## src/bdpc_pkg.sv

```systemverilog
// Package for the button debounce press classifier: constants and types.
`timescale 1ns / 1ps
package bdpc_pkg;

  localparam int NUM_BUTTONS = 2;
  localparam int BTN_W       = 1;
  localparam int TIME_W      = 32;
  localparam int CFG_W       = 16;
  localparam int EVENT_W     = 2;
  localparam int CFG_IDX_W   = 1;

  localparam logic [CFG_W-1:0] DEBOUNCE_RESET   = 16'd50;
  localparam logic [CFG_W-1:0] LONG_PRESS_RESET = 16'd1500;

  // register indexes
  localparam logic [CFG_IDX_W-1:0] REG_DEBOUNCE   = 1'd0;
  localparam logic [CFG_IDX_W-1:0] REG_LONG_PRESS = 1'd1;

  // event codes
  localparam logic [EVENT_W-1:0] EV_NONE  = 2'd0;
  localparam logic [EVENT_W-1:0] EV_SHORT = 2'd1;
  localparam logic [EVENT_W-1:0] EV_LONG  = 2'd2;

  typedef struct packed {
    logic              last_level;
    logic              stable_level;
    logic [TIME_W-1:0] change_time;
    logic [TIME_W-1:0] press_time;
    logic              long_done;
  } btn_state_t;

endpackage

```

## src/button_debounce_press_classifier.sv

```systemverilog
// Button debounce and short/long press classifier, top level.
`timescale 1ns / 1ps
// Takes one sample per transfer (button index, raw pressed level, ms timestamp)
// and returns one press_event per sample: none, short press or long press.
// Samples pass an input register, then the per-button state is read, updated
// and the event registered; a sample is taken every cycle unless the output
// stalls. A sample for the same button right behind another sees the updated
// state. The user must write debounce_time and long_press_time through
// cfg_we/cfg_index/cfg_data only while idle; the block does not enforce it.
module button_debounce_press_classifier (
  input  logic                              clk,
  input  logic                              rst,
  input  logic                              in_valid,
  output logic                              in_stall,
  input  logic [bdpc_pkg::BTN_W-1:0]        button_index,
  input  logic                              raw_pressed,
  input  logic [bdpc_pkg::TIME_W-1:0]       now_ms,
  output logic                              out_valid,
  input  logic                              out_stall,
  output logic [bdpc_pkg::EVENT_W-1:0]      press_event,
  input  logic                              cfg_we,
  input  logic [bdpc_pkg::CFG_IDX_W-1:0]    cfg_index,
  input  logic [bdpc_pkg::CFG_W-1:0]        cfg_data
);
  import bdpc_pkg::*;

  logic [CFG_W-1:0]  debounce_time;
  logic [CFG_W-1:0]  long_press_time;
  btn_state_t        btn_state [NUM_BUTTONS];

  logic              s1_valid;
  logic [BTN_W-1:0]  s1_button;
  logic              s1_raw;
  logic [TIME_W-1:0] s1_now;

  logic              out_free;
  logic              advance;
  logic              s1_in_range;
  btn_state_t        cur;
  btn_state_t        nxt;
  logic [EVENT_W-1:0] eval_event;

  assign out_free = !out_valid || !out_stall;
  assign advance  = s1_valid && out_free;
  assign in_stall = s1_valid && !out_free;

  assign s1_in_range = ({{(32-BTN_W){1'b0}}, s1_button} < 32'(NUM_BUTTONS));
  assign cur = btn_state[s1_button];

  bdpc_eval u_eval (
    .cur             (cur),
    .raw_pressed     (s1_raw),
    .now_ms          (s1_now),
    .debounce_time   (debounce_time),
    .long_press_time (long_press_time),
    .nxt             (nxt),
    .press_event     (eval_event)
  );

  always_ff @(posedge clk) begin
    if (rst) begin
      debounce_time   <= DEBOUNCE_RESET;
      long_press_time <= LONG_PRESS_RESET;
    end else if (cfg_we) begin
      unique case (cfg_index)
        REG_DEBOUNCE:   debounce_time   <= cfg_data;
        REG_LONG_PRESS: long_press_time <= cfg_data;
        default: ;
      endcase
    end
  end

  // input register
  always_ff @(posedge clk) begin
    if (rst) begin
      s1_valid <= 1'b0;
    end else if (!in_stall) begin
      s1_valid <= in_valid;
    end
  end

  always_ff @(posedge clk) begin
    if (in_valid && !in_stall) begin
      s1_button <= button_index;
      s1_raw    <= raw_pressed;
      s1_now    <= now_ms;
    end
  end

  // per-button state, written as the sample moves to the result register
  always_ff @(posedge clk) begin
    if (rst) begin
      for (int i = 0; i < NUM_BUTTONS; i++) begin
        btn_state[i] <= '0;
      end
    end else if (advance && s1_in_range) begin
      btn_state[s1_button] <= nxt;
    end
  end

  // result register
  always_ff @(posedge clk) begin
    if (rst) begin
      out_valid <= 1'b0;
    end else if (out_free) begin
      out_valid <= s1_valid;
    end
  end

  always_ff @(posedge clk) begin
    if (advance) begin
      press_event <= s1_in_range ? eval_event : EV_NONE;
    end
  end

endmodule

```

## src/bdpc_eval.sv

```systemverilog
// Next-state and event logic for one button sample.
`timescale 1ns / 1ps
module bdpc_eval (
  input  bdpc_pkg::btn_state_t            cur,
  input  logic                            raw_pressed,
  input  logic [bdpc_pkg::TIME_W-1:0]     now_ms,
  input  logic [bdpc_pkg::CFG_W-1:0]      debounce_time,
  input  logic [bdpc_pkg::CFG_W-1:0]      long_press_time,
  output bdpc_pkg::btn_state_t            nxt,
  output logic [bdpc_pkg::EVENT_W-1:0]    press_event
);
  import bdpc_pkg::*;

  logic [TIME_W-1:0] since_change;
  logic [TIME_W-1:0] since_press;
  logic              db_done;
  logic              lp_done;

  // signed wrap: a negative difference means not yet elapsed
  assign since_change = now_ms - cur.change_time;
  assign since_press  = now_ms - cur.press_time;
  assign db_done = !since_change[TIME_W-1] &&
                   (since_change >= {{(TIME_W-CFG_W){1'b0}}, debounce_time});
  assign lp_done = !since_press[TIME_W-1] &&
                   (since_press >= {{(TIME_W-CFG_W){1'b0}}, long_press_time});

  always_comb begin
    nxt         = cur;
    press_event = EV_NONE;
    priority if (raw_pressed != cur.last_level) begin
      nxt.last_level  = raw_pressed;
      nxt.change_time = now_ms;
    end else if (db_done) begin
      priority if (raw_pressed && !cur.stable_level) begin
        nxt.stable_level = 1'b1;
        nxt.press_time   = now_ms;
        nxt.long_done    = 1'b0;
      end else if (!raw_pressed && cur.stable_level) begin
        nxt.stable_level = 1'b0;
        if (!cur.long_done) begin
          press_event = EV_SHORT;
        end
      end else if (raw_pressed && cur.stable_level && !cur.long_done && lp_done) begin
        nxt.long_done = 1'b1;
        press_event   = EV_LONG;
      end else begin
        // stable level already matches, long press spent or not yet due
      end
    end else begin
      // level steady, debounce still running
    end
  end

endmodule

```

## config.mk

```make
export PLATFORM = sky130hd
export DESIGN_NAME = button_debounce_press_classifier
export DESIGN_NICKNAME = d
export VERILOG_FILES = /design/src/bdpc_pkg.sv /design/src/button_debounce_press_classifier.sv /design/src/bdpc_eval.sv
export SDC_FILE = /design/constraint.sdc
export NUM_CORES = 1
export LEC_CHECK = 0
export BUFFER_PORTS_ARGS = -buffer_cell sky130_fd_sc_hd__buf_4
export CAP_MARGIN = 20
export CORE_UTILIZATION = 34
export CTS_BUF_LIST = sky130_fd_sc_hd__clkbuf_16
export DETAILED_ROUTE_END_ITERATION = 10
export PLACE_DENSITY = 0.6
export RECOVER_POWER = 50
export SYNTH_ARGS = -nofsm -noshare
export SYNTH_HDL_FRONTEND = slang
export SYNTH_HIERARCHICAL = 1
export SYNTH_SLANG_ARGS = --single-unit
```

## constraint.sdc

```tcl
create_clock -name clk -period 5.3 [get_ports clk]
set_input_delay 0.265 -clock clk [delete_from_list [all_inputs] [get_ports clk]]
set_output_delay 0.265 -clock clk [all_outputs]
set_load 0.02 [all_outputs]
```

## Word-level counts from Yosys, hierarchy flattened

Memories as Yosys holds them, arrays and structs flattened. A register that Yosys moved wholly into a read port is not among the register bits.
Index checks and enable logic that the tools add are counted.
Widths: inputs -> output; s select.

- Output and inout port bits: 4
- Memories kept: 1
- Register bits after elaboration: 70
- Input port bits: 56
- Logic and storage cells: 64
- Bits in writable memories: 134

- Order comparisons: 2
- Multiplexer cells: 24
- Reduce and logical (&&, ||, !) cells: 24
- Add/subtract/negate cells: 2
- Equality and inequality tests: 1
- Bitwise logic cells: 2

Memory list:

| name | words | width | read ports | clocked after Yosys merged registers in | write ports | RTL line | source |
|---|---|---|---|---|---|---|---|
| btn_state | 2 | 67 | 1 | 1 | 2 | button_debounce_press_classifier.sv:29 | `btn_state_t btn_state [NUM_BUTTONS];` |

Operators with widths:

| kind | number |
|---|---|
| $mux 67 | 1 |
| $reduce_or 67->1 | 1 |
| $mux 33 | 2 |
| $ge 32x16->1 | 2 |
| $mux 32 | 2 |
| $sub 32x32->32 | 2 |
| $mux 1 | 17 |
| $logic_and 1x1->1 | 10 |
| $logic_not 1->1 | 9 |
| $mux 2 | 2 |
| $reduce_and 2->1 | 2 |
| $reduce_or 3->1 | 1 |
| $not 1->1 | 2 |
| $logic_or 1x1->1 | 1 |
| $ne 1x1->1 | 1 |

## Logic depth before layout (Yosys ltp)

Gate-level depths: netlist of the first run.

- Depth after elaboration: 10
- Depth in mapped cells: 28
- Mapped depth without buffers: 26

## Hierarchy

The synthesis of the first run kept the hierarchy.

Modules (own cells, without submodules):

| module | cells each | times used | area each (um^2) |
|---|---|---|---|
| button_debounce_press_classifier | 554 | 1 | 8110.3 |
| bdpc_eval | 761 | 1 | 5387.7 |

## Worst setup path before layout of the first run

Ideal clock, no wire load.

- Path kind: reg2reg
- Start: register (tool-made name)
- End: memory btn_state[0][25] (netlist bit) (data pin)
- Cell stages (with the launch flop): 26
- Clock period less this slack: 5440 ps
- Library setup time: 255 ps
- Buffers on the path: 3
- Path slack: -140 ps
- Arrival time: 5185 ps
- Cells stage by stage: dfxtp_1 buf_2 buf_2 mux2_2 inv_1 ha_1 a21o_1 a21oi_1 a21boi_0 a31oi_1 nor3_1 nor3_1 xnor2_1 ha_1 a221oi_1 o221ai_1 a311o_1 a211oi_1 nand4_1 nor4_1 nand4_1 o211ai_2 nor3b_4 buf_6 mux2_1 and2_1

RTL lines:

| element | RTL line |
|---|---|
| end, declared | button_debounce_press_classifier.sv:29 |

==> qor.csv, run 1 <==
stage;metric;value;unit
run_status;status;finished, violations left;
run_status;failing checks;max-capacitance violations, max-slew violations, negative setup slack;
cts;Worst-path clk slew;0.06;ns
place;dpl hpwl;25200;um
timing;worst hold margin;0.0220;ns
run;maxcap violations;3;
floorplan;Die W;201;um
yosys;Synth Cell Area;13500;um^2
detailed_routing;total wire length;36600;um
timing;Final WS setup;-0.0655;ns
final_layout;ANT cells;0;
power_and_ir_drop;cell internal pwr;3.56;mW
worst_setup_path;CP Capture Type;flop;
detailed_routing;number of remaining DRC errors;0;
global_routing;vias in the first global route;10858;
power_and_ir_drop;power share of the clock group;0.318;
worst_setup_path;CP arrival;5.65;ns
yosys;#FFs+latches synth;205;
yosys;syn_area_per_cell;10.3;um^2
timing;crit path time final;5.37;ns
place;Buffers on Ports;59;
timing;Final Max Tran Viols;99;
yosys;largest area contributor in the netlist;edfxtp_1;
final_layout;final core utilization;0.441;
power_and_ir_drop;Final Total Pwr;5.11;mW
detailed_routing;Routed Antenna Nets;0;
floorplan;die height;201;um
timing;Slew Limit Headroom;-0.554;
power_and_ir_drop;maximum vdd drop;202;uV
detailed_routing;routed len/inst;17.7;um
floorplan;initial core utilization;0.347;
final_layout;share of cells above drive strength 1;0.290;
floorplan;row cnt;72;
place;Area after DPL;15300;um^2
timing;RSZ-0062 raised after global routing;true;
floorplan;IO Pins;60;
yosys;Synth top area share;0.378;
detailed_routing;Pre-antenna DRT Iters;5;
detailed_routing;vias per inst;5.10;
global_routing;antenna violations before repair;0;
global_routing;largest net degree at the start of global routing;68;
cts;maximum clock path buffer count;3;
global_routing;first-pass GRT wire length;58100;um
cts;Max H-tree Level;1;
yosys;Commonest cells post-synth;edfxtp_1, and2_1, nand2_1, mux2_2, inv_1;
yosys;Area contributors post-synth;edfxtp_1, mux2_2, ha_1;
yosys;post-synthesis cell type count;69;
worst_setup_path;kind of critical path;flop to flop;
yosys;Post-synth EDFFs;170;
timing;crit share post-route;1.01;
detailed_routing;vias;10546;
global_routing;remaining global-route overflow;0;
yosys;Synth Flop Type;edfxtp_1;
cts;Root Driver;clkbuf_16;
final_layout;fin area;17200;um^2
yosys;async set or reset register ratio after synthesis;0;
yosys;Post-Syn Instances;1315;
power_and_ir_drop;Switch Pwr;1.54;mW
floorplan;core area;38900;um^2
power_and_ir_drop;Power Dens Cells;297;nW/um^2
final_layout;Final nets;1686;
global_routing;overall routing resource usage;0.181;
cts;Clock Sinks;205;
worst_setup_path;worst-path fanout max;5;
final_layout;Non-Filler Instances;2068;
cts;Inserted Clock Buffers;24;
worst_setup_path;Setup crit start kind;flop;
yosys;most numerous cell in the Yosys netlist;edfxtp_1;
power_and_ir_drop;Pleak;7.00;nW
power_and_ir_drop;Flop pwr share;0.370;
yosys;Synthesis Warnings;6;
place;RD Place Congestion;0.887;
detailed_routing;drt first-iter violations;695;
yosys;post-synthesis sequential area ratio;0.430;
worst_setup_path;WP data required;5.59;ns
power_and_ir_drop;Sw Share;0.302;
timing;Setup-failing EPs final;10;
cts;Clock Latency Late Sink;0.53;ns
timing;Worst-Margin Slew;2.33;ns
floorplan;Die ar.;40500;um^2
timing;Final Hold Viols;0;
place;Post-Place Cells;1957;
cts;TritonCTS clock tree;done;
final_layout;Layout area overhead;27.2;%
timing;Max Freq;0.186;GHz
yosys;Syn Nets;1469;
timing;Setup Skew;0.00999;ns
min_path;Hold/Removal Path Class;input pin to flop;
power_and_ir_drop;Logic pwr share;0.312;
-- worst max-delay path, cell delays in order, from the launching register on --
cell	delay, ns
edfxtp_1	0.42
inv_1	0.17
ha_2	0.24
inv_2	0.05
fa_2	0.36
a211oi_2	0.26
o21ai_2	0.11
a21boi_2	0.15
buf_4	0.15
o31ai_4	0.06
nand3_1	0.10
nand2_2	0.09
xor2_4	0.18
ha_2	0.18
a221oi_2	0.20
o221ai_1	0.14
a311o_1	0.35
a211oi_2	0.15
nand4_1	0.12
nor4_2	0.28
nand4_1	0.21
o211ai_2	0.29
nor3b_4	0.12
buf_12	0.15
buf_16	0.14
mux2_4	0.31
and2_4	0.13
-- power groups by stage --
stage,logic [mW],registers (mW),clock network (mW)
3_5_place_dp,1.40,1.92,0
6_report,1.59,1.89,1.62
2_1_floorplan,0.930,1.90,0
5_1_grt,1.75,1.90,1.71
3_3_place_gp,1.38,1.92,0
4_1_cts,1.50,1.89,1.66
-- logic make-up after synthesis --
| group | after synthesis | synth area share |
|---|---|---|
| mux | 134 | 0.111 |
| simple gates | 409 | 0.160 |
| xor+xnor | 50 | 0.0324 |
| flops | 205 | 0.430 |
| compound gates | 248 | 0.120 |
| fa+ha+maj | 98 | 0.0920 |
| buf+inv | 171 | 0.0539 |
-- state kept, by name, summed over array words and instances, names as in the netlist, named ones only --
signal,flops
out_valid,1
long_press_time,16
debounce_time,16
press_event,2
s1_button,1
s1_now,32
s1_raw,1
s1_valid,1
btn_state,134
-- cell usage in the layout (no fill, tap or decap), drive strengths merged, types with 4 or more instances in the layout --
cell	count
o21ai	29
inv	122
o31ai	5
nor3	10
o2111ai	5
a211oi	15
buf	157
o21bai	9
and2	142
nand2b	6
or2	4
a21oi	97
a21o	22
and3	5
clkinv	7
nand3	26
dfxtp	35
a21boi	5
nand3b	11
a211o	4
xor2	18
edfxtp	170
ha	96
nor4	6
nand2	125
dlygate4sd3	49
clkbuf	69
o21a	13
nor2	37
nand4	20
mux2	129
o211ai	8
a31oi	11
xnor2	32
mux2i	5
nor2b	5
-- repair_timing --
item / 4_1_cts / 5_1_grt
pin swaps: 23 / 48
resized for setup: 28 / 90
hold buffers: 49 / 0
setup endpoints to repair: 70 / 70
gates cloned: 2 / 0
setup buffers: 11 / 7
endpoints found under the hold margin: 55 / 0
-- layout make-up --
| class | count | area (um^2) |
|---|---|---|
| multi-input cells | 939 | 7440 |
| fillers | 3779 | 21700 |
| clock buffers | 27 | 676 |
| inverters | 114 | 430 |
| flip-flops and latches | 205 | 5810 |
| well taps | 518 | 648 |
| repair buffers | 248 | 2060 |
| clock inverters | 17 | 103 |
-- per-layer routing --
layer	vias to the layer above	wire (um)	global-route usage
li1	5152	-	-
met1	5134	17200	0.243
met2	206	17100	0.303
met3	54	1440	0.0227
met4	0	886	0.0525
met5	-	0	0
-- worst paths after layout --
path	to	depth (start not counted)	start	slack (ns)
worst min-delay path	debounce_time[9]	3	cfg_data[9]	0.02
worst max register to register	btn_state[1][3]	26	s1_now[0]	-0.07
worst min register to register	debounce_time[13]	2	debounce_time[13]	0.45
worst max-delay path	btn_state[1][3]	26	s1_now[0]	-0.07
-- through the flow --
stage          worst slack [ns]  TNS, ns
4_1_cts                -0.00638  -0.0143
6_report                -0.0655   -0.436
3_3_place_gp             -0.195    -9.42
3_5_place_dp             -0.377   -21.40
5_1_grt                  -0.342   -14.36
2_1_floorplan           0.00748        0
(Power assumes the default switching activity.)
==> inputs of run 2 (changes only) <==
CORE_MARGIN = 2   (was unset)
PLACE_DENSITY = 0.58   (was 0.6)
clock period = 5.8 ns   (was 5.3 ns; I/O delays follow)
==> run 2 against run 1 <==
Largest power group unchanged. The run ends with max-capacitance violations, max-slew violations left. Clock-buffer cell count unchanged. Maximum frequency down 3.2%. Utilization down 2.6 points. Register-to-register slack better by 0.32 ns. Combinational power down 21%. Die area up 2.0%. Critical endpoint is now btn_state[0][0]. First-iteration DRC count down 4.5%. Sequential cell count unchanged.
==> qor.csv, run 2 (synthesized netlist as in run 1, its figures left out) <==
stage;metric;value;unit;change
timing;crit share post-route;0.956;;-0.0564
global_routing;overall routing resource usage;0.171;;-0.00975
timing;Final Hold Viols;0;;unchanged
final_layout;# fillers;3812;;+0.87%
final_layout;final core utilization;0.415;;-0.0263
run;maxcap violations;4;;+1
timing;Setup-failing EPs final;0;;-10
final_layout;Layout area overhead;19.6;%;
floorplan;die height;203;um;+0.99%
global_routing;remaining global-route overflow;0;;unchanged
min_path;hold endpoint;out_valid;;
worst_setup_path;Worst path slowest cell;or4_1;;
final_layout;most frequent cells in the layout;edfxtp_1, and2_1, nand2_1, mux2_2, inv_1;;
place;Buffers on Ports;59;;unchanged
final_layout;fin area;16100;um^2;-6.0%
power_and_ir_drop;Power Dens Cells;280;nW/um^2;-5.9%
cts;maximum clock path buffer count;3;;unchanged
min_path;Hold/Removal Path Class;input pin to flop;;
worst_setup_path;WP data required;6.12;ns;+0.53 ns
global_routing;largest net degree at the start of global routing;68;;unchanged
final_layout;most flop-heavy register;btn_state;;
detailed_routing;Routed Antenna Nets;0;;unchanged
cts;Clock Sinks;205;;unchanged
detailed_routing;drt first-iter violations;664;;-4.5%
worst_setup_path;slowest cell delay on critical path;0.53;ns;+0.11 ns
global_routing;vias in the first global route;10261;;-5.5%
worst_setup_path;CP Capture Type;flop;;
timing;crit path time final;5.54;ns;+0.179 ns
detailed_routing;total wire length;35500;um;-2.9%
timing;Worst-Margin Slew;2.59;ns;+0.260 ns
worst_setup_path;Worst Path Buf+Inv;4;;-1
cts;Root Driver;clkbuf_16;;
cts;TritonCTS clock tree;done;;
floorplan;row cnt;72;;unchanged
final_layout;Final nets;1608;;-4.6%
worst_setup_path;cell count of the worst reg-to-reg path;28;;+7.7%
detailed_routing;Pre-antenna DRT Iters;5;;unchanged
cts;Inserted Clock Buffers;26;;+8.3%
floorplan;core area;38900;um^2;unchanged
worst_setup_path;worst-path fanout max;7;;+2
worst_setup_path;CP arrival;5.86;ns;+0.21 ns
worst_setup_path;Setup crit start kind;flop;;
place;dpl hpwl;24800;um;-1.7%
floorplan;IO Pins;60;;unchanged
final_layout;commonest non-fill, non-tap cell in the layout;edfxtp_1;;
power_and_ir_drop;Final Total Pwr;4.52;mW;-12%
timing;Slew Limit Headroom;-0.728;;-0.173
power_and_ir_drop;maximum vdd drop;190;uV;-5.9%
cts;Clock Latency Late Sink;0.57;ns;+0.04 ns
floorplan;Die W;203;um;+0.99%
timing;Setup Skew;0.0346;ns;+0.0246 ns
timing;Final Max Tran Viols;154;;+56%
worst_setup_path;Worst path top cell family by delay;simple AND/OR/NAND/NOR gates;;
worst_setup_path;Reg2Reg Setup Slack;0.26;ns;+0.32 ns
place;Area after DPL;14700;um^2;-3.7%
detailed_routing;routed len/inst;17.8;um;+0.82%
min_path;worst hold path depth;2;;-1
min_path;critical hold path startpoint;rst;;
place;RD Place Congestion;0.902;;+1.7%
detailed_routing;vias per inst;5.09;;-0.18%
global_routing;antenna violations before repair;0;;unchanged
floorplan;Die ar.;41300;um^2;+2.0%
detailed_routing;number of remaining DRC errors;0;;unchanged
final_layout;biggest regs;btn_state (134), s1_now (32);;
detailed_routing;vias;10140;;-3.8%
power_and_ir_drop;Pleak;6.53;nW;-6.7%
run_status;failing checks;max-capacitance violations, max-slew violations;;
final_layout;ANT cells;0;;unchanged
cts;Worst-path clk slew;0.06;ns;about the same
worst_setup_path;reg2reg end;btn_state[0][0];;
global_routing;first-pass GRT wire length;55800;um;-3.9%
run_status;status;finished, violations left;;
floorplan;initial core utilization;0.347;;unchanged
timing;Max Freq;0.180;GHz;-3.2%
final_layout;share of cells above drive strength 1;0.204;;-0.0861
worst_setup_path;kind of critical path;flop to flop;;
final_layout;max reg flops;134;;unchanged
cts;Max H-tree Level;1;;unchanged
[run 2: cell count changes in the layout (fill, tap and decap cells not counted), sizes merged]
cell,change
clkbuf,+4
inv,+4
buf,-87
clkinv,+1
clkinvlp,-1
dlygate4sd3,+3
[run 2: per-stage QoR]
stage / worst slack (ns) / TNS, ns / std cells / hold slack (ns)
2_1_floorplan: 0.360 / 0 / 1315 / 0.389
3_3_place_gp: -0.0334 / -0.0668 / 1883 / 0.445
3_5_place_dp: -0.0331 / -0.0658 / 1884 / 0.449
4_1_cts: 0.0498 / 0 / 1984 / 0.0947
5_1_grt: -0.00952 / -0.0429 / 1992 / 0.127
6_report: 0.255 / 0 / 1992 / 0.121
[run 2: repair_timing]
action	in CTS	in global routing
gates resized for setup	2	26
endpoints found under the setup margin	2	70
buffers inserted	0	8
hold buffers	52	0
hold endpoints to repair	66	0
pin swaps	0	13
[run 2: per-layer routing]
| metal | vias to the layer above | track usage | part of all wire |
|---|---|---|---|
| met5 | - | 0 | 0 |
| met4 | 0 | 0.0490 | 0.028 |
| met3 | 60 | 0.0243 | 0.037 |
| met2 | 208 | 0.288 | 0.47 |
| met1 | 4886 | 0.228 | 0.46 |
| li1 | 4986 | - | - |
[run 2: worst max path at each step]
stage / end / slack (ns) / depth (start not counted)
6_report: btn_state[0][0] / 0.26 / 28
3_3_place_gp: btn_state[1][0] / -0.03 / 27
5_1_grt: btn_state[0][18] / -0.01 / 23
3_5_place_dp: btn_state[0][0] / -0.03 / 27
4_1_cts: btn_state[0][0] / 0.05 / 27
2_1_floorplan: btn_state[0][25] / 0.36 / 25
[run 2: area by class of cell]
| class | instances | area [um^2] | area share |
|---|---|---|---|
| timing repair buffer | 168 | 1370 | 0.0847 |
| multi-input combinational | 939 | 7090 | 0.439 |
| clock inverter | 21 | 133 | 0.00821 |
| inverter | 114 | 428 | 0.0265 |
| sequential | 205 | 5810 | 0.360 |
| clock buffer | 27 | 676 | 0.0418 |
| tap | 518 | 648 | 0.0401 |
[run 2: report_power, final]
part | switching [mW] | internal, mW
Sequential | 0.0454 | 1.69
Combinational | 0.691 | 0.562
Clock | 0.648 | 0.885
